$ cat config.mk
export PLATFORM = sky130hd
export DESIGN_NAME = csc_cell
export DESIGN_NICKNAME = d
export VERILOG_FILES = /design/src/rtl/csc_pkg.sv /design/src/rtl/csc_cell.sv
export SDC_FILE = /design/constraint.sdc
export NUM_CORES = 1
export LEC_CHECK = 0
export BUFFER_PORTS_ARGS = -buffer_cell sky130_fd_sc_hd__buf_2
export CELL_PAD_IN_SITES_DETAIL_PLACEMENT = 1
export CELL_PAD_IN_SITES_GLOBAL_PLACEMENT = 2
export CORE_MARGIN = 1
export CORE_UTILIZATION = 37
export CTS_BUF_LIST = sky130_fd_sc_hd__clkbuf_8
export DETAILED_ROUTE_END_ITERATION = 7
export GPL_TIMING_DRIVEN = 0
export PLACE_DENSITY = 0.88
export SLEW_MARGIN = 40
export SYNTH_ARGS = -nofsm -noshare
export SYNTH_HDL_FRONTEND = slang
export SYNTH_SLANG_ARGS = --single-unit
$ cat constraint.sdc
create_clock -name clk_i -period 10.2 [get_ports clk_i]
set_clock_uncertainty 0.1 [all_clocks]
set_input_delay 0.51 -clock clk_i [delete_from_list [all_inputs] [get_ports clk_i]]
set_output_delay 0.51 -clock clk_i [all_outputs]
set_load 0.005 [all_outputs]
$ cat src/rtl/csc_pkg.sv
`timescale 1ns / 1ps
package csc_pkg;

  localparam int unsigned ATAN_ENTRIES = 31;

  localparam logic signed [32:0] TWO_PI_Q28      = 33'sd1686629713;
  localparam logic signed [32:0] PI_LIMIT_Q28    = 33'sd843314856;
  localparam logic        [31:0] RAD_TO_Q31_Q30  = 32'd2734261102;
  localparam logic signed [33:0] CORDIC_GAIN_Q31 = 34'sd1304065748;
  localparam logic signed [32:0] QUARTER_TURN    = 33'sd1073741824;
  localparam logic signed [32:0] HALF_TURN       = 33'sd2147483648;

  typedef struct packed {
    logic signed [33:0] x;
    logic signed [33:0] y;
    logic signed [32:0] z;
    logic               flip;
  } csc_rot_t;

  function automatic logic [29:0] atan_unit(input int unsigned idx);
    logic [29:0] r;
    case (idx)
      0:       r = 30'd536870912;
      1:       r = 30'd316933406;
      2:       r = 30'd167458907;
      3:       r = 30'd85004756;
      4:       r = 30'd42667331;
      5:       r = 30'd21354465;
      6:       r = 30'd10679838;
      7:       r = 30'd5340245;
      8:       r = 30'd2670163;
      9:       r = 30'd1335087;
      10:      r = 30'd667544;
      11:      r = 30'd333772;
      12:      r = 30'd166886;
      13:      r = 30'd83443;
      14:      r = 30'd41722;
      15:      r = 30'd20861;
      16:      r = 30'd10430;
      17:      r = 30'd5215;
      18:      r = 30'd2608;
      19:      r = 30'd1304;
      20:      r = 30'd652;
      21:      r = 30'd326;
      22:      r = 30'd163;
      23:      r = 30'd81;
      24:      r = 30'd41;
      25:      r = 30'd20;
      26:      r = 30'd10;
      27:      r = 30'd5;
      28:      r = 30'd3;
      29:      r = 30'd1;
      30:      r = 30'd1;
      default: r = 30'd0;
    endcase
    return r;
  endfunction

  function automatic logic signed [31:0] sat_q31(input logic signed [34:0] v);
    logic signed [31:0] r;
    if (v > 35'sd2147483647) begin
      r = 32'sh7fff_ffff;
    end else if (v < -35'sd2147483648) begin
      r = 32'sh8000_0000;
    end else begin
      r = v[31:0];
    end
    return r;
  endfunction

endpackage

$ cat src/rtl/csc_cell.sv
`timescale 1ns / 1ps
module csc_cell #(
  parameter int unsigned SHIFT = 0
) (
  input  logic              clk_i,
  input  logic              rst_ni,
  input  logic              valid_i,
  input  csc_pkg::csc_rot_t rot_i,
  output logic              ready_o,
  output logic              valid_o,
  output csc_pkg::csc_rot_t rot_o,
  input  logic              ready_i
);
  import csc_pkg::*;

  localparam logic signed [32:0] ATAN_STEP = $signed({3'b000, atan_unit(SHIFT)});

  logic               valid_q;
  csc_rot_t           rot_d, rot_q;
  logic signed [33:0] dx, dy;

  assign dx = rot_i.y >>> SHIFT;
  assign dy = rot_i.x >>> SHIFT;

  always_comb begin
    rot_d.flip = rot_i.flip;
    if (!rot_i.z[32]) begin
      rot_d.x = rot_i.x - dx;
      rot_d.y = rot_i.y + dy;
      rot_d.z = rot_i.z - ATAN_STEP;
    end else begin
      rot_d.x = rot_i.x + dx;
      rot_d.y = rot_i.y - dy;
      rot_d.z = rot_i.z + ATAN_STEP;
    end
  end

  assign ready_o = !valid_q || ready_i;

  always_ff @(posedge clk_i or negedge rst_ni) begin
    if (!rst_ni) begin
      valid_q <= 1'b0;
    end else if (ready_o) begin
      valid_q <= valid_i;
    end
  end

  always_ff @(posedge clk_i) begin
    if (ready_o && valid_i) begin
      rot_q <= rot_d;
    end
  end

  assign valid_o = valid_q;
  assign rot_o   = rot_q;

endmodule

Word level (Yosys, flattened, before mapping)

Index checks and enable logic that the tools add are counted.

Register bits: 103
Latch bits: 0
RAM bits: 0
Memory bits (read-only): 0
Bits of input ports: 106
Output and inout bits: 104
Word-level logic and storage cells: 14
Memories kept: 0

Add/subtract/negate cells: 5
Multiply operators: 0
Divide/modulo/power cells: 0
Magnitude comparators: 0
Equality and inequality tests: 0
Shift operators: 0
Muxes and demuxes: 1
Bitwise operators: 0
Reductions and logical operators: 3

Operators with widths:

| cell                   | count |
|---|---|
| $mux 101               | 1 |
| $sub 34x34->34         | 2 |
| $add 34x34->34         | 1 |
| $add 33x31->33 const B | 1 |
| $sub 33x31->33 const B | 1 |
| $logic_and 1x1->1      | 1 |
| $logic_not 1->1        | 1 |
| $logic_or 1x1->1       | 1 |

Depth between registers and ports, before layout

Depth after elaboration: 3
Mapped depth: 12
Depth with buffers taken out: 12

Worst setup path after synthesis

No wires, ideal clock.

Kind: input-to-reg
From: input port ready_i
To: register rot_q, in the netlist rot_o[0] (enable)
Setup time: 472 ps
Data arrival time: 3014 ps
Required time: 9628 ps
Setup slack: 6614 ps
Stages: 2
Buffers on the path: 0
Path through: nand2b_1 > and2_1

Cells in the longest elaborated chain, start to end: 2

RTL lines:

| what                 | line           | text |
|---|---|---|
| start, declared      | csc_cell.sv:12 | `input logic ready_i` |
| $logic_or 1x1->1     | csc_cell.sv:38 | `assign ready_o = !valid_q \|\| ready_i;` |
| $logic_and 1x1->1    | csc_cell.sv:49 | `if (ready_o && valid_i) begin` |
| end signal, assigned | csc_cell.sv:50 | `rot_q <= rot_d;` |
| end, declared        | csc_cell.sv:19 | `csc_rot_t rot_d, rot_q;` |

No other way between the ends.
A chain may end at the register's enable or synchronous reset.

==> run summary <==
Outcome: finished, final reports clean
Tot Pwr: 1.30 mW
Endpoint kind of the worst setup timing path: flip-flop
Via density per instance: 5.40
Clock tree from TritonCTS: built
Die Width: 158 µm
Net count reported at finish: 1,418
Setup Viol. Count Final: 0
CP Max Fanout: 10
Slack of the critical path: 6.65 ns
Mean instance size in the synthesized netlist: 9.16 µm²
Arrival time reported for the critical path endpoint: 3.59 ns
Most area-hungry cell type in the Yosys netlist: sky130_fd_sc_hd__edfxtp_1
Post-CTS setup buffers: 0
Area taken by flip-flops and latches: 0.00306 mm²
Number of enable flip-flop cells after synthesis: 101
Slack of the worst reg-to-reg path: 8.32 ns
Combined area of the multi-input logic cells: 0.00533 mm²
Most repeated cell in the gate-level netlist after synthesis: sky130_fd_sc_hd__a21oi_1
Diode count: 0
Maximum number of buffers from clock root to sink: 2
Initial antenna violation count: 0
Synth warn: 0
Largest delay contributor family on the critical path: compound AO/OA/AOI/OAI gates
Slew at the pin closest to its max-slew limit: 0.933 ns
Routing layer with the top usage in global route: met2
Area share of the largest cell type after synthesis: 0.337
Total non-filler cell area in the finished layout: 0.0107 mm²
Total Neg Setup Slack: 0 ns
Crit Reg-Reg Startpoint: valid_o
Primary FF master, synth: sky130_fd_sc_hd__edfxtp_1
Fin util: 0.452
Routing usage on met2: 0.436
Critical Path End: rot_o[97]
Die span in y: 158 µm
Routability congestion estimate: 0.895
Post-layout min period: 3.55 ns
Io pins: 210
Core Box Area: 0.0237 mm²
Start point of the critical path: rot_i[41]
Final Max Slew Viols: 0
Root cell of the clock tree: sky130_fd_sc_hd__clkbuf_8
Power per Cell Area: 121 mW/mm²
Required time of the critical path: 10.24 ns
Capture point of the worst reg-to-reg path: rot_o[45]
Remaining design rule violation count: 0
Fraction of the yosys area taken by sequential cells: 0.339
Biggest cell delay along the critical path: 0.54 ns
Area overhead of the layout relative to synthesis: 18.7%
DRT Wirelength: 31,400 µm
Instance area at placement: 0.0105 mm²
Relative slew margins: 0.378
Startpoint-to-endpoint class of the critical path: in2reg
Leakage: 4.71 nW
First-pass GRT wire length: 47,600 µm
Starting density of the core: 0.380
Die area: 0.0250 mm²
Post-Place Worst Slack: 6.34 ns
Crit path depth: 13
Slowest stage cell on the critical path: sky130_fd_sc_hd__o211ai_1
Number of standard cells in the layout, taps in and fillers out: 1,531
CTS Buf Count: 9
Unrepaired setup endpoints after global routing: false
Leading post-synthesis cells by instance count: 114 x sky130_fd_sc_hd__a21oi_1, 103 x sky130_fd_sc_hd__inv_1, 101 x sky130_fd_sc_hd__edfxtp_1, 101 x sky130_fd_sc_hd__ha_1, 74 x sky130_fd_sc_hd__nor2_1
Final-layout worst hold slack: 0.184 ns
Post-CTS Resized: 0
Peak supply drop: 0.0563 mV
Top cells by area, synth: sky130_fd_sc_hd__edfxtp_1 34%, sky130_fd_sc_hd__ha_1 14%, sky130_fd_sc_hd__a21oi_1 6.3%
Upper clock frequency limit: 282 MHz
Global-route met3 utilization: 0.0356
Pin count of the biggest net entering global routing: 44
Via count of the first global-routing pass: 8,344
Clock sink count: 102
1st-iter DRT viols: 438
Post-synth net total: 1,195
Antenna Violating Nets Remaining: 0
Proportion of register bits with asynchronous set or reset after synthesis: 0.00980
Clk slew on worst S/H paths: 0.12 ns
Share of post-route cells with drive strength above 1: 0.239
Total number of vias: 8,260
Hold Path Class: in2reg
Worst reg2reg path depth: 4
Count of buffer and inverter cells on the critical path: 3
Library cells used by synthesis: 80
Synth Instances: 984
Cells along the critical path: buf_2 -> inv_1 -> ha_1 -> buf_2 -> nor3_1 -> nand2_1 -> o211ai_2 -> o21ai_1 -> o211ai_1 -> nand2_1 -> o21ai_0 -> a21oi_1 -> xnor2_1
Final critical-path share of the clock period: 0.348
Quantity of I/O buffers inserted on ports: 209
Overflow left after global routing: 0
Placed cell count: 1,514
Post-synthesis cell area: 0.00901 mm²
Half-perimeter wire length of the detailed placement result: 25,700 µm
Length of the first detailed-routing pass in iterations: 5
Combined global-route utilization of all metal layers: 0.252
Total number of H-tree levels: 3
Hold violation total from the final report: 0
Wire length per cell: 20.5 µm
Row Count: 56
Max-capacitance violation count: 0
FF+latch count, synth: 102
GRT met1 Usage: 0.330
Setup crit start kind: input pin
Clk_lat worst skew: 0.38 ns
Number of fillers in the final layout: 2,842
## flip-flops by register name, summed over array words and instances (netlist names)
register,flops
valid_o,1
rot_o,101
## layer usage
layer / vias up / part of all wire
met1: 3993 / 0.45
met2: 286 / 0.48
li1: 3957 / -
met5: - / 0
met4: 0 / 0.013
met3: 24 / 0.061
## area by class of cell
class / instances / area share
Multi-Input combinational cell: 731 / 0.498
Sequential cell: 102 / 0.286
Timing Repair Buffer: 212 / 0.103
Inverter: 108 / 0.0379
Tap cell: 319 / 0.0373
Buffer: 43 / 0.0205
Clock buffer: 9 / 0.0116
Clock inverter: 7 / 0.00585
## timing repair
| action | CTS | global route |
|---|---|---|
| hold endpoints to repair | 1 | 0 |
| setup endpoints to repair | 0 | 0 |
| hold buffers | 1 | 0 |
## cells by family after synthesis
family,after synthesis,share of synthesized area
compound gates,324,0.246
fa+ha+maj,105,0.149
xor+xnor,66,0.0642
simple gates,226,0.121
mux,10,0.0111
flops,102,0.339
buf+inv,151,0.0693
## worst min-delay path by stage
| stage | start | to | slack (ns) | depth (start not counted) |
|---|---|---|---|---|
| floorplan | rst_ni | valid_o | 0.11 | 0 |
| global placement | rst_ni | valid_o | 0.19 | 1 |
| detailed placement | rst_ni | valid_o | 0.19 | 1 |
| CTS | rot_i[6] | rot_o[6] | 0.17 | 1 |
| global route | rot_i[14] | rot_o[14] | 0.16 | 1 |
| finish | rot_i[1] | rot_o[1] | 0.18 | 1 |
## cell usage in the layout (no fill, tap or decap), types with 10 or more instances in the layout
cell                       count
sky130_fd_sc_hd__nor2_1       74
sky130_fd_sc_hd__clkbuf_1     12
sky130_fd_sc_hd__nand2_1      55
sky130_fd_sc_hd__nor2b_1      12
sky130_fd_sc_hd__nand4_1      12
sky130_fd_sc_hd__o21bai_1     23
sky130_fd_sc_hd__ha_1        101
sky130_fd_sc_hd__inv_1       103
sky130_fd_sc_hd__nand2b_1     12
sky130_fd_sc_hd__a21oi_1     114
sky130_fd_sc_hd__edfxtp_1    101
sky130_fd_sc_hd__o21ai_0      64
sky130_fd_sc_hd__a21o_1       15
sky130_fd_sc_hd__buf_2       228
sky130_fd_sc_hd__mux2i_1      10
sky130_fd_sc_hd__nor3_1       14
sky130_fd_sc_hd__xor2_1       11
sky130_fd_sc_hd__a211oi_1     12
sky130_fd_sc_hd__xnor2_1      55
sky130_fd_sc_hd__nand3_1      12
## worst reg2reg max path: cells and delay by family, from the launching register on
family | cells | cell delay [ns]
buffers and inverters | 2 | 0.54
DFF | 1 | 0.40
and+or+nand+nor | 2 | 0.52
## where the power goes
group / total (mW) / switching [mW] / internal, mW / leakage, nW
Sequential: 0.531 / 0.00960 / 0.521 / 0.973
Combinational: 0.502 / 0.312 / 0.190 / 3.64
Clock: 0.265 / 0.171 / 0.0948 / 0.0980
Total: 1.30 / 0.492 / 0.806 / 4.71
No activity file was read; power rests on OpenSTA's default activity.
