<file path="src/rtl/csc_pkg.sv">
`timescale 1ns / 1ps
package csc_pkg;

  localparam int unsigned ATAN_ENTRIES = 31;

  localparam logic signed [32:0] TWO_PI_Q28      = 33'sd1686629713;
  localparam logic signed [32:0] PI_LIMIT_Q28    = 33'sd843314856;
  localparam logic        [31:0] RAD_TO_Q31_Q30  = 32'd2734261102;
  localparam logic signed [33:0] CORDIC_GAIN_Q31 = 34'sd1304065748;
  localparam logic signed [32:0] QUARTER_TURN    = 33'sd1073741824;
  localparam logic signed [32:0] HALF_TURN       = 33'sd2147483648;

  typedef struct packed {
    logic signed [33:0] x;
    logic signed [33:0] y;
    logic signed [32:0] z;
    logic               flip;
  } csc_rot_t;

  function automatic logic [29:0] atan_unit(input int unsigned idx);
    logic [29:0] r;
    case (idx)
      0:       r = 30'd536870912;
      1:       r = 30'd316933406;
      2:       r = 30'd167458907;
      3:       r = 30'd85004756;
      4:       r = 30'd42667331;
      5:       r = 30'd21354465;
      6:       r = 30'd10679838;
      7:       r = 30'd5340245;
      8:       r = 30'd2670163;
      9:       r = 30'd1335087;
      10:      r = 30'd667544;
      11:      r = 30'd333772;
      12:      r = 30'd166886;
      13:      r = 30'd83443;
      14:      r = 30'd41722;
      15:      r = 30'd20861;
      16:      r = 30'd10430;
      17:      r = 30'd5215;
      18:      r = 30'd2608;
      19:      r = 30'd1304;
      20:      r = 30'd652;
      21:      r = 30'd326;
      22:      r = 30'd163;
      23:      r = 30'd81;
      24:      r = 30'd41;
      25:      r = 30'd20;
      26:      r = 30'd10;
      27:      r = 30'd5;
      28:      r = 30'd3;
      29:      r = 30'd1;
      30:      r = 30'd1;
      default: r = 30'd0;
    endcase
    return r;
  endfunction

  function automatic logic signed [31:0] sat_q31(input logic signed [34:0] v);
    logic signed [31:0] r;
    if (v > 35'sd2147483647) begin
      r = 32'sh7fff_ffff;
    end else if (v < -35'sd2147483648) begin
      r = 32'sh8000_0000;
    end else begin
      r = v[31:0];
    end
    return r;
  endfunction

endpackage

</file>
<file path="src/rtl/csc_out_if.sv">
`timescale 1ns / 1ps
interface csc_out_if;
  logic               valid;
  logic               ready;
  logic signed [31:0] cosine_value;
  logic signed [31:0] sine_value;

  modport source (output valid, output cosine_value, output sine_value, input ready);
  modport sink   (input valid, input cosine_value, input sine_value, output ready);
endinterface

</file>
<file path="src/rtl/csc_out.sv">
`timescale 1ns / 1ps
module csc_out (
  input  logic              clk_i,
  input  logic              rst_ni,
  input  logic              valid_i,
  input  csc_pkg::csc_rot_t rot_i,
  output logic              ready_o,
  csc_out_if.source         result_o
);
  import csc_pkg::*;

  logic               valid_q;
  logic signed [34:0] x_ext, y_ext;
  logic signed [31:0] cos_d, cos_q, sin_d, sin_q;

  always_comb begin
    x_ext = $signed({rot_i.x[33], rot_i.x});
    y_ext = $signed({rot_i.y[33], rot_i.y});
    if (rot_i.flip) begin
      x_ext = -x_ext;
      y_ext = -y_ext;
    end
    cos_d = sat_q31(x_ext);
    sin_d = sat_q31(y_ext);
  end

  assign ready_o = !valid_q || result_o.ready;

  always_ff @(posedge clk_i or negedge rst_ni) begin
    if (!rst_ni) begin
      valid_q <= 1'b0;
    end else if (ready_o) begin
      valid_q <= valid_i;
    end
  end

  always_ff @(posedge clk_i) begin
    if (ready_o && valid_i) begin
      cos_q <= cos_d;
      sin_q <= sin_d;
    end
  end

  assign result_o.valid        = valid_q;
  assign result_o.cosine_value = cos_q;
  assign result_o.sine_value   = sin_q;

endmodule

</file>
<file path="src/flat_wrapper.sv">
// flat-port wrapper written by rule: the top's interface ports become plain ports
module csc_out_flat import csc_pkg::*;
  (clk_i, rst_ni, valid_i, rot_i, ready_o, result_o_valid, result_o_cosine_value, result_o_sine_value, result_o_ready);
  csc_out_if result_o_i ();
  input  logic clk_i;
  input  logic rst_ni;
  input  logic valid_i;
  input  csc_pkg::csc_rot_t rot_i;
  output logic ready_o;
  output wire logic [$bits(result_o_i.valid)-1:0] result_o_valid;
  output wire logic [$bits(result_o_i.cosine_value)-1:0] result_o_cosine_value;
  output wire logic [$bits(result_o_i.sine_value)-1:0] result_o_sine_value;
  input wire logic [$bits(result_o_i.ready)-1:0] result_o_ready;
  assign result_o_valid = result_o_i.valid;
  assign result_o_cosine_value = result_o_i.cosine_value;
  assign result_o_sine_value = result_o_i.sine_value;
  assign result_o_i.ready = result_o_ready;
  csc_out u_core (.clk_i(clk_i), .rst_ni(rst_ni), .valid_i(valid_i), .rot_i(rot_i), .ready_o(ready_o), .result_o(result_o_i));
endmodule
</file>
<file path="config.mk">
export PLATFORM = sky130hd
export DESIGN_NAME = csc_out_flat
export DESIGN_NICKNAME = d
export VERILOG_FILES = /design/src/rtl/csc_pkg.sv /design/src/rtl/csc_out_if.sv /design/src/rtl/csc_out.sv /design/src/flat_wrapper.sv
export SDC_FILE = /design/constraint.sdc
export NUM_CORES = 1
export LEC_CHECK = 0
export ABC_AREA = 1
export BUFFER_PORTS_ARGS = -buffer_cell sky130_fd_sc_hd__buf_4
export CAP_MARGIN = 30
export CORE_MARGIN = 2
export CORE_UTILIZATION = 51
export DETAILED_ROUTE_END_ITERATION = 6
export GPL_TIMING_DRIVEN = 0
export PLACE_DENSITY = 0.85
export SYNTH_ARGS = -nofsm -noshare
export SYNTH_HDL_FRONTEND = slang
export SYNTH_SLANG_ARGS = --single-unit
export TNS_END_PERCENT = 50
</file>
<file path="constraint.sdc">
create_clock -name clk_i -period 4.7 [get_ports clk_i]
set_input_delay 0.235 -clock clk_i [delete_from_list [all_inputs] [get_ports clk_i]]
set_output_delay 0.235 -clock clk_i [all_outputs]
set_load 0.01 [all_outputs]
</file>
# ---- Yosys cells after proc, flatten, opt, wreduce, memory -nomap -nowiden
# Cells that the tools add are included.
dict set report classes {
  reduce_logical 3
  n_addsub 2
  mux 4
  n_lt_le_gt_ge 4
}
# op n
set ops {}
lappend ops {{$gt A35 B32 Y1 const B} 2}
lappend ops {{$lt A35 B32 Y1 const B} 2}
lappend ops {{$mux W35} 2}
lappend ops {{$neg A34 Y35} 2}
lappend ops {{$mux W32} 2}
lappend ops {{$logic_and A1 B1 Y1} 1}
lappend ops {{$logic_not A1 Y1} 1}
lappend ops {{$logic_or A1 B1 Y1} 1}
dict set report totals {
  out_inout_bits 66
  regBits 65
}

# ---- Depth between registers and ports, before layout
# Gate-level depths: netlist (run 1).
dict set report logic_depth {
  ltp_word 4
  ltp_mapped 14
}

# ---- Least setup slack after synthesis (run 1)
# OpenSTA, ideal clock, no wires.
dict set report synth_path {
  path_kind {flip-flop to flip-flop}
  from {register u_core.valid_q (netlist: u_core.result_o.valid)}
  to {register u_core.cos_q[0] (netlist: u_core.result_o.cosine_value[0]) (enable)}
  slack_ns 0.626
  path_buffers 0
  t_arrival_ns 3.567
  path_stages_with_launch 2
  cell_sequence {dfrtp_1 a21oi_1}
}
dict set report synth_via {
  elab_chain_len 3
}
# element line_no
set synth_rtl {}
lappend synth_rtl {{start, declared} csc_out.sv:12} ;# logic valid_q;
lappend synth_rtl {{start signal, assigned} csc_out.sv:33} ;# valid_q <= valid_i;
lappend synth_rtl {{$logic_not A1 Y1} csc_out.sv:27} ;# assign ready_o = !valid_q || result_o.ready;
lappend synth_rtl {{$logic_or A1 B1 Y1} csc_out.sv:27}
lappend synth_rtl {{$logic_and A1 B1 Y1} csc_out.sv:38} ;# if (ready_o && valid_i) begin
lappend synth_rtl {{end signal, assigned} csc_out.sv:39} ;# cos_q <= cos_d;
lappend synth_rtl {{end, declared} csc_out.sv:14} ;# logic signed [31:0] cos_d, cos_q, sin_d, sin_q;
# No other way between the ends.
# A chain may end at the register's enable or synchronous reset.

# ---- Worst setup path in the final report (run 1)
dict set report layout_path {
  from {input port rot_i[68] (netlist bit)}
  to {register u_core.cos_q[30] (netlist: u_core.result_o.cosine_value[30]) (data pin)}
}
dict set report layout_via {
  elab_chain_len 4
}
# element line_no
set layout_rtl {}
lappend layout_rtl {{start, declared} flat_wrapper.sv:8} ;# input csc_pkg::csc_rot_t rot_i;
lappend layout_rtl {{$neg A34 Y35} csc_out.sv:20} ;# x_ext = -x_ext;
lappend layout_rtl {{$mux W35 *} csc_out.sv:19} ;# if (rot_i.flip) begin
lappend layout_rtl {{$lt A35 B32 Y1} csc_pkg.sv:63} ;# end else if (v < -35'sd2147483648) begin
lappend layout_rtl {{$mux W32} csc_pkg.sv:63}
# Mark *: on every way between the ends. The rest lies on a longest branch, timed or not.

==> results of run 1 <==
-- flip-flops by register name (all words and copies together), names as in the netlist --
register / count
u_core.result_o.cosine_value: 32
u_core.result_o.sine_value: 32
u_core.result_o.valid: 1
-- per-layer routing --
metal | vias to the layer above | track usage | wire length (um)
met5 | - | 0 | 0
met4 | 0 | 0.0917 | 306
met3 | 34 | 0.0599 | 955
met2 | 206 | 0.416 | 6080
met1 | 2032 | 0.301 | 4990
li1 | 2153 | - | -
-- worst min-delay path, stage by stage --
cell and delay [ns]:
buf_4 0.08, inv_1 0.06, nand2_1 0.07
-- placed cells by master, fill, tap and decap left out, types with 9 or more instances in the layout --
cell type	count
nand2_2	50
buf_4	141
o21ai_0	23
nand2_1	163
edfxtp_1	64
nand3_1	26
inv_1	47
xnor2_1	19
clkbuf_8	9
nor2_1	70
xor2_1	39
a21oi_1	10
-- final timing paths --
kind / start / to / slack [ns] / cells past startpoint
max: rot_i[68] / u_core.result_o.cosine_value[30]$_SDFFCE_PN1P_ / 2.64 / 11
min: valid_i / u_core.result_o.valid$_DFFE_PN0N_ / 0.12 / 3
max reg2reg: u_core.result_o.valid$_DFFE_PN0N_ / u_core.result_o.cosine_value[26]$_SDFFCE_PN1P_ / 3.31 / 3
min reg2reg: u_core.result_o.valid$_DFFE_PN0N_ / u_core.result_o.valid$_DFFE_PN0N_ / 0.61 / 2
max in group asynchronous: rst_ni / u_core.result_o.valid$_DFFE_PN0N_ / 4.41 / 2
min in group asynchronous: rst_ni / u_core.result_o.valid$_DFFE_PN0N_ / 0.21 / 2
-- layout make-up --
class / count / area [um^2] / share of cell area
buffer: 19 / 199 / 0.0325
clock buffer: 10 / 128 / 0.0208
clock inverter: 5 / 47.5 / 0.00776
inverter: 49 / 184 / 0.0300
multi-input combinational: 446 / 2400 / 0.391
sequential: 65 / 1950 / 0.318
tap: 111 / 139 / 0.0227
timing repair buffer: 141 / 1090 / 0.177
-- report_power, final --
group          switching [mW]  total [mW]  internal, mW  leakage, nW
sequential             0.0127       0.716         0.703        0.614
combinational           0.255       0.460         0.205         2.09
clock                   0.220       0.457         0.237       0.0910
-- cell families after synthesis --
kind of cell               after synthesis  synth area share
xor gates and xnor gates                58             0.108
DFF                                     65             0.413
AOI/OAI and AO/OA                       44            0.0520
and+or+nand+nor                        342             0.341
adders and majority gates                2           0.00531
buffers and inverters                   68            0.0812
-- per-stage QoR --
step                      hold WS [ns]  std cells
after floorplan                -0.0606        579
after global placement          0.0129        828
after global routing             0.148        846
after CTS                        0.125        846
after detailed placement        0.0115        830
final                            0.123        846
-- what timing repair did --
item	in CTS	in global routing
gates resized for setup	0	0
hold buffers	1	0
hold endpoints to repair	1	0
==> flow_summary.json, run 1 <==
{
  "route.antenna.remaining_nets": 0,
  "skew_ns": 0.00892,
  "leakage_nw": 2.79,
  "die_y_um": 100,
  "clk_pin_slew_ns": 0.07,
  "cts_made_buffers": 9,
  "clock_path_buffers": 2,
  "tightest_slew_ns": 0.681,
  "cp_cell_sequence": "buf_4 -> inv_1 -> ha_1 -> nand2_1 -> nor3_1 -> inv_1 -> o21ai_0 -> nand3_1 -> xor2_1 -> nand2_1 -> nand2_1",
  "synth_area_leaders": "edfxtp_1 (41%), nand2_1 (13%), xor2_1 (7.2%)",
  "gp_congestion": 0.938,
  "tns_ns": 0,
  "synth_fp_nets": 687,
  "wl_per_cell_um": 14.6,
  "fp-row-count": 35,
  "critPathBufInv": 3,
  "yosysUniqueCellTypes": 37,
  "diodes": 0,
  "yosys.area.top_type": "edfxtp_1",
  "path_common_cell": "nand2_1",
  "yosysSeqAreaShare": 0.413,
  "first_pass_iters": 5,
  "areaGrowthSynthToFinish_pct": 29.9,
  "setup_ws_ns": 2.64,
  "min_path_type": "in2reg",
  "async_flop_share": 0.0154,
  "drc_errors": 0,
  "synth_ff_type": "edfxtp_1",
  "worst-setup-path-type": "in2reg",
  "design.core.area_mm2": 0.00911,
  "powerDensity_mw_per_mm2": 266,
  "post_cts_buffers": 0,
  "hold_violations": 0,
  "peakVddDrop_v": 0.000153,
  "initial_core_util": 0.518,
  "htreeDepth": 3,
  "ys_warn_count": 0,
  "finalCriticalPeriod_ns": 2.06,
  "pre_cts_ws_ns": 2.43,
  "num_vias": 4425,
  "grt_pass1_wl_mm": 19.4,
  "fillers": 740,
  "io_pins": 172,
  "fin_nets": 839,
  "finalCoreUtilization": 0.673,
  "root_buffer": "clkbuf_8",
  "relSlewSlack": 0.541,
  "fin_area_mm2": 0.00613,
  "drt_iter0_markers": 226,
  "status": "finished clean",
  "yosys.area.top_type_share": 0.408,
  "antenna_found_initial": 0,
  "finalPower_mw": 1.63,
  "port-buffer-count": 138,
  "critPathCaptureType": "flop",
  "cp_slowest_stage_delay_ns": 0.56,
  "dpl-instance-area_mm2": 0.00594,
  "grtUsageTotal": 0.245,
  "syn_inst": 579,
  "worst_ep_required_time_ns": 4.81,
  "gr-total-overflow": 0,
  "yosys_register_bits": 65,
  "wl_mm": 12.3,
  "max_clock_freq_ghz": 0.486,
  "max-cap-violations": 0,
  "synth_area_per_cell_um2": 8.14,
  "grt_max_degree": 34,
  "die-width_um": 100,
  "synth_edf_count": 64,
  "worstSetupStartpointType": "primary input",
  "syn_area_mm2": 0.00471,
  "slowest_stage": "o21ai_0",
  "clock_latency_ns": 0.35,
  "grt_pass1_vias": 4317,
  "vias_per_cell": 5.23,
  "cp.arrival_ns": 2.17,
  "clock_sinks": 65,
  "tritoncts": "built",
  "finalCritPeriodShare": 0.438,
  "drv_slew": 0,
  "setup_viol": 0,
  "worst-path-max-fanout": 3,
  "synth.most_common_cell": "nand2_1",
  "synth_common_cells": "nand2_1 (163), nor2_1 (70), edfxtp_1 (64), nand2_2 (50), inv_1 (47)",
  "hpwlAfterDp_mm": 9.65,
  "crit_family": "simple AND/OR/NAND/NOR gates",
  "rsz0062_at_grt": "no",
  "drive_gt1_frac": 0.332,
  "die_area_mm2": 0.0100
}
Note: power is estimated with default switching activity, not from simulation.
==> inputs of run 2 (changes only) <==
- clock period: 4.7 -> 2.1 ns (I/O delays scaled with it)
==> flow_summary.json, run 2 (synthesis gave the netlist of run 1 again) <==
{
  "status": "finished clean",
  "die_y_um": 100,
  "vias_per_cell": 5.14,
  "seq_power_share": 0.444,
  "root_buffer": "clkbuf_8",
  "worst_ep_required_time_ns": 2.22,
  "drc_errors": 0,
  "htreeDepth": 3,
  "grtUsageTotal": 0.251,
  "grt_pass1_vias": 4302,
  "hold_violations": 0,
  "internal_power_mw": 2.46,
  "finalCriticalPeriod_ns": 1.72,
  "areaGrowthSynthToFinish_pct": 30.2,
  "cts_made_buffers": 9,
  "fp-row-count": 35,
  "grt_max_degree": 34,
  "fin_cells": 848,
  "diodes": 0,
  "critPathCaptureType": "flop",
  "die-width_um": 100,
  "clock_sinks": 65,
  "tritoncts": "built",
  "worstSetupStartpointType": "primary input",
  "drt_iter0_markers": 232,
  "first_pass_iters": 6,
  "wl_mm": 12.2,
  "cp.arrival_ns": 1.84,
  "min_path_type": "in2reg",
  "swShare": 0.318,
  "clk_pin_slew_ns": 0.08,
  "drv_slew": 0,
  "worst-path-max-fanout": 3,
  "p_sw_mw": 1.15,
  "design.core.area_mm2": 0.00911,
  "antenna_found_initial": 0,
  "dp_cells": 830,
  "fin_area_mm2": 0.00614,
  "fillers": 760,
  "tightest_slew_ns": 0.587,
  "leakage_nw": 2.78,
  "clock_latency_ns": 0.36,
  "rsz0062_at_grt": "no",
  "num_vias": 4361,
  "route.antenna.remaining_nets": 0,
  "die_area_mm2": 0.0100,
  "peakVddDrop_v": 0.000288,
  "max_clock_freq_ghz": 0.583,
  "finalCritPeriodShare": 0.817,
  "relSlewSlack": 0.605,
  "cts_resized": 0,
  "dpl-instance-area_mm2": 0.00595,
  "drive_gt1_frac": 0.335,
  "port-buffer-count": 138,
  "clock_path_buffers": 2,
  "skew_ns": 0.00679,
  "final_common_cell": "nand2_1",
  "combPwrFrac": 0.286,
  "gr-total-overflow": 0,
  "setup_viol": 0,
  "post_cts_buffers": 0,
  "finalPower_mw": 3.61,
  "final_cell_mix": "nand2_1 (163), buf_4 (141), nor2_1 (70)",
  "worst-setup-path-type": "in2reg",
  "wl_per_cell_um": 14.4,
  "max-cap-violations": 0,
  "cts-hold-fix-buffers": 2,
  "hpwlAfterDp_mm": 9.58,
  "fin_nets": 840,
  "pwr-share-clk": 0.270,
  "gp_congestion": 0.934,
  "powerDensity_mw_per_mm2": 587,
  "initial_core_util": 0.518,
  "io_pins": 172,
  "grt_pass1_wl_mm": 19.9
}
[run 2: worst paths after layout]
path / slack (ns) / to / cells after the start / startpoint
setup / recovery: 0.38 / u_core.result_o.cosine_value[30]$_SDFFCE_PN1P_ / 11 / rot_i[69]
hold / removal: 0.04 / u_core.result_o.sine_value[0]$_SDFFCE_PN1P_ / 3 / rot_i[34]
setup reg to reg: 0.68 / u_core.result_o.cosine_value[22]$_SDFFCE_PN1P_ / 2 / u_core.result_o.valid$_DFFE_PN0N_
hold reg to reg: 0.63 / u_core.result_o.valid$_DFFE_PN0N_ / 2 / u_core.result_o.valid$_DFFE_PN0N_
max in group asynchronous: 1.95 / u_core.result_o.valid$_DFFE_PN0N_ / 2 / rst_ni
min in group asynchronous: 0.07 / u_core.result_o.valid$_DFFE_PN0N_ / 2 / rst_ni
[run 2: worst max-delay path: stages]
cell     delay [ns]
buf_4          0.12
inv_1          0.07
ha_1           0.17
nand2_1        0.13
nor3_1         0.15
inv_1          0.08
o21ai_0        0.48
nand3_1        0.16
xor2_1         0.22
nand2_1        0.09
nand2_1        0.05
[run 2: final cells by class]
type	count	area (um^2)	area share
Buffer	19	199	0.0324
Clock buffer	9	124	0.0202
Clock inverter	7	47.5	0.00774
Inverter	49	184	0.0300
Multi-Input combinational cell	446	2400	0.390
Sequential cell	65	1950	0.317
Tap cell	111	139	0.0226
Timing Repair Buffer	142	1100	0.180
[run 2: stage by stage]
stage / TNS, ns / setup WS [ns] / hold slack [ns] / utilization
6_report: 0 / 0.384 / 0.0400 / 0.674
5_1_grt: 0 / 0.191 / 0.0415 / 0.674
4_1_cts: 0 / 0.406 / 0.0348 / 0.674
3_5_place_dp: 0 / 0.0310 / -0.114 / 0.653
3_3_place_gp: -9.01 / -0.146 / -0.116 / 0.648
2_1_floorplan: 0 / 0.132 / -0.191 / -
[run 2: layer usage]
metal  GRT usage  wire length [um]
met1       0.321              5090
met2       0.431              6010
met3      0.0404               932
met4      0.0864               188
met5           0                 0
[run 2: power groups by stage]
stage | sequential (mW) | combinational, mW | clock, mW
floorplan | 1.69 | 0.539 | 0
global placement | 1.63 | 0.983 | 0
CTS | 1.60 | 1.03 | 0.978
finish | 1.60 | 1.03 | 0.973
detailed placement | 1.63 | 1.02 | 0
global route | 1.61 | 1.13 | 1.03
==> inputs of run 3 (changes only) <==
- ABC_AREA: 1 -> 0
- CORE_UTILIZATION: 51 -> 50
- PLACE_DENSITY: 0.85 -> 0.84
- clock period: 2.1 -> 1.7 ns (I/O delays scaled with it)
==> flow_summary.json, run 3 <==
{
  "finalCoreUtilization": 0.803,
  "r2r_start": "u_core.result_o.valid$_DFFE_PN0N_",
  "initial_core_util": 0.516,
  "peakVddDrop_v": 0.000455,
  "max-cap-violations": 0,
  "clock_latency_ns": 0.36,
  "fin_nets": 763,
  "hpwlAfterDp_mm": 9.97,
  "yosys.area.top_type": "edfxtp_1",
  "clock_path_buffers": 2,
  "synth_common_cells": "o21ai_0 (83), edfxtp_1 (64), a21oi_1 (55), xor2_1 (35), xnor2_1 (27)",
  "relSlewSlack": 0.443,
  "dp_cells": 710,
  "final_cell_mix": "buf_4 (152), edfxtp_1 (64), o21ai_0 (45)",
  "syn_area_mm2": 0.00450,
  "grt_pass1_wl_mm": 22.2,
  "design.core.area_mm2": 0.00872,
  "grt_max_degree": 65,
  "ys_warn_count": 0,
  "antenna_found_initial": 0,
  "setup_viol": 64,
  "yosysSeqAreaShare": 0.432,
  "worst-path-max-fanout": 9,
  "synth_fp_nets": 574,
  "powerDensity_mw_per_mm2": 715,
  "die_y_um": 98.9,
  "yosys_register_bits": 65,
  "synth_ff_type": "edfxtp_1",
  "finalCritPeriodShare": 1.54,
  "dpl-instance-area_mm2": 0.00572,
  "synth_area_leaders": "edfxtp_1 (43%), o21ai_0 (9.2%), xor2_1 (6.8%)",
  "cp.arrival_ns": 2.81,
  "synth_area_per_cell_um2": 9.66,
  "violations": "setup timing",
  "holdWs_ns": 0.0288,
  "root_buffer": "clkbuf_8",
  "gp_congestion": 0.955,
  "async_flop_share": 0.0154,
  "grt_pass1_vias": 4319,
  "port-buffer-count": 136,
  "worstSetupStartpointType": "primary input",
  "hold_violations": 0,
  "drv_slew": 0,
  "tightest_slew_ns": 0.835,
  "cts_made_buffers": 9,
  "r2r_cells": 2,
  "worst-setup-path-type": "in2reg",
  "wl_met3_mm": 1.25,
  "max_clock_freq_ghz": 0.381,
  "drive_gt1_frac": 0.494,
  "regArea_mm2": 0.00195,
  "critPathCaptureType": "flop",
  "fillers": 515,
  "synth.most_common_cell": "o21ai_0",
  "fp-row-count": 34,
  "setup_ws_ns": -0.923,
  "syn_inst": 466,
  "r2r_setup_slack_ns": 0.07,
  "drc_errors": 0,
  "clk_pin_slew_ns": 0.08,
  "synth_edf_count": 64,
  "vias_per_cell": 6.20,
  "htreeDepth": 3,
  "leakage_nw": 2.67,
  "status": "finished with violations",
  "drt_iter0_markers": 451,
  "route.antenna.remaining_nets": 0,
  "yosys.area.top_type_share": 0.427,
  "wl_mm": 16.0,
  "fin_cells": 768,
  "yosysUniqueCellTypes": 49,
  "num_vias": 4763,
  "die_area_mm2": 0.00978,
  "gr-total-overflow": 0,
  "final_common_cell": "buf_4",
  "wl_met1_mm": 6.72,
  "rsz0062_at_grt": "yes",
  "wl_per_cell_um": 20.9,
  "clock_sinks": 65,
  "highest_layer": "met4",
  "wl_met2_mm": 7.75,
  "tritoncts": "built",
  "worst_ep_required_time_ns": 1.88,
  "crit_start": "rot_i[71]",
  "first_pass_iters": 6,
  "areaGrowthSynthToFinish_pct": 55.5,
  "multi_input_area_mm2": 0.00294,
  "r2r_end": "u_core.result_o.sine_value[3]$_SDFFCE_PN1P_",
  "io_pins": 172,
  "diodes": 0,
  "fin_area_mm2": 0.00700,
  "die-width_um": 98.9,
  "grtUsageTotal": 0.290,
  "skew_ns": 0.0113,
  "min_path_type": "in2async",
  "finalCriticalPeriod_ns": 2.62
}
[run 3: cell types whose count changed after synthesis, moves of 14 or more]
cell,before,now
or4_1,0,15
nand2_1,163,19
nand3_1,26,3
clkbuf_1,2,18
o21ai_0,23,83
a21oi_1,11,55
nand2_2,50,0
nor2_1,70,7
a21o_1,0,14
inv_1,47,7
[run 3: cell families after synthesis]
group           Yosys count  share of synthesized area
compound gates          196                      0.261
flops                    65                      0.432
fa+ha+maj                 2                    0.00556
mux                       3                    0.00667
buf+inv                  36                     0.0356
simple gates            100                      0.131
xor+xnor                 64                      0.128
[run 3: critical path, stage by stage]
cell and delay (ns):
buf_8 0.09, or4_4 0.55, or4_4 0.56, or3_4 0.38, buf_4 0.16, nor4_2 0.16, o21ba_2 0.24, buf_12 0.17
buf_12 0.12, o21ai_4 0.09, a21oi_1 0.20
[run 3: final cells by class]
class / count / share of cell area
plain buffers: 28 / 0.0363
inverters: 7 / 0.00375
multi-input cells: 365 / 0.420
flip-flops and latches: 65 / 0.278
clock buffers: 10 / 0.0182
clock inverters: 6 / 0.00983
well taps: 108 / 0.0193
repair buffers: 179 / 0.214
[run 3: through the flow]
| step | total power, mW | TNS, ns | worst slack, ns |
|---|---|---|---|
| 4_1_cts | 4.75 | -41.36 | -0.836 |
| 3_5_place_dp | 3.23 | -83.10 | -1.60 |
| 3_3_place_gp | 3.20 | -79.44 | -1.47 |
| 2_1_floorplan | 2.68 | -50.19 | -0.897 |
| 5_1_grt | 5.16 | -49.89 | -0.971 |
| 6_report | 5.00 | -43.55 | -0.923 |
[run 3: layer usage]
layer  up-vias  track usage
met2       292        0.454
met1      2294        0.413
li1       2149            -
met3        28       0.0397
met4         0        0.103
met5         -            0
[run 3: where the power goes]
group | switching (mW) | total [mW] | internal, mW | leakage, nW
clock network | 0.681 | 1.36 | 0.683 | 0.0964
logic | 0.910 | 1.66 | 0.755 | 1.97
registers | 0.0358 | 1.98 | 1.94 | 0.609
total | 1.63 | 5.00 | 3.38 | 2.67
[run 3: repair_timing]
action | 4_1_cts | 5_1_grt
gates resized for setup | 104 | 104
gates cloned | 3 | 4
hold buffers | 2 | 0
buffers inserted | 22 | 13
hold endpoints to repair | 2 | 0
pin swaps | 34 | 34
setup endpoints to repair | 64 | 128
[run 3: how the worst max path moves through the flow]
| stage | end | slack, ns | depth (start not counted) |
|---|---|---|---|
| after global routing | u_core.result_o.cosine_value[29]$_SDFFCE_PN1P_ | -0.97 | 9 |
| after CTS | u_core.result_o.cosine_value[11]$_SDFFCE_PN1P_ | -0.84 | 9 |
| final | u_core.result_o.cosine_value[16]$_SDFFCE_PN1P_ | -0.92 | 11 |
| after floorplan | u_core.result_o.cosine_value[1]$_SDFFCE_PN1P_ | -0.90 | 7 |
| after detailed placement | u_core.result_o.cosine_value[2]$_SDFFCE_PN1P_ | -1.60 | 9 |
| after global placement | u_core.result_o.cosine_value[24]$_SDFFCE_PN1P_ | -1.47 | 9 |
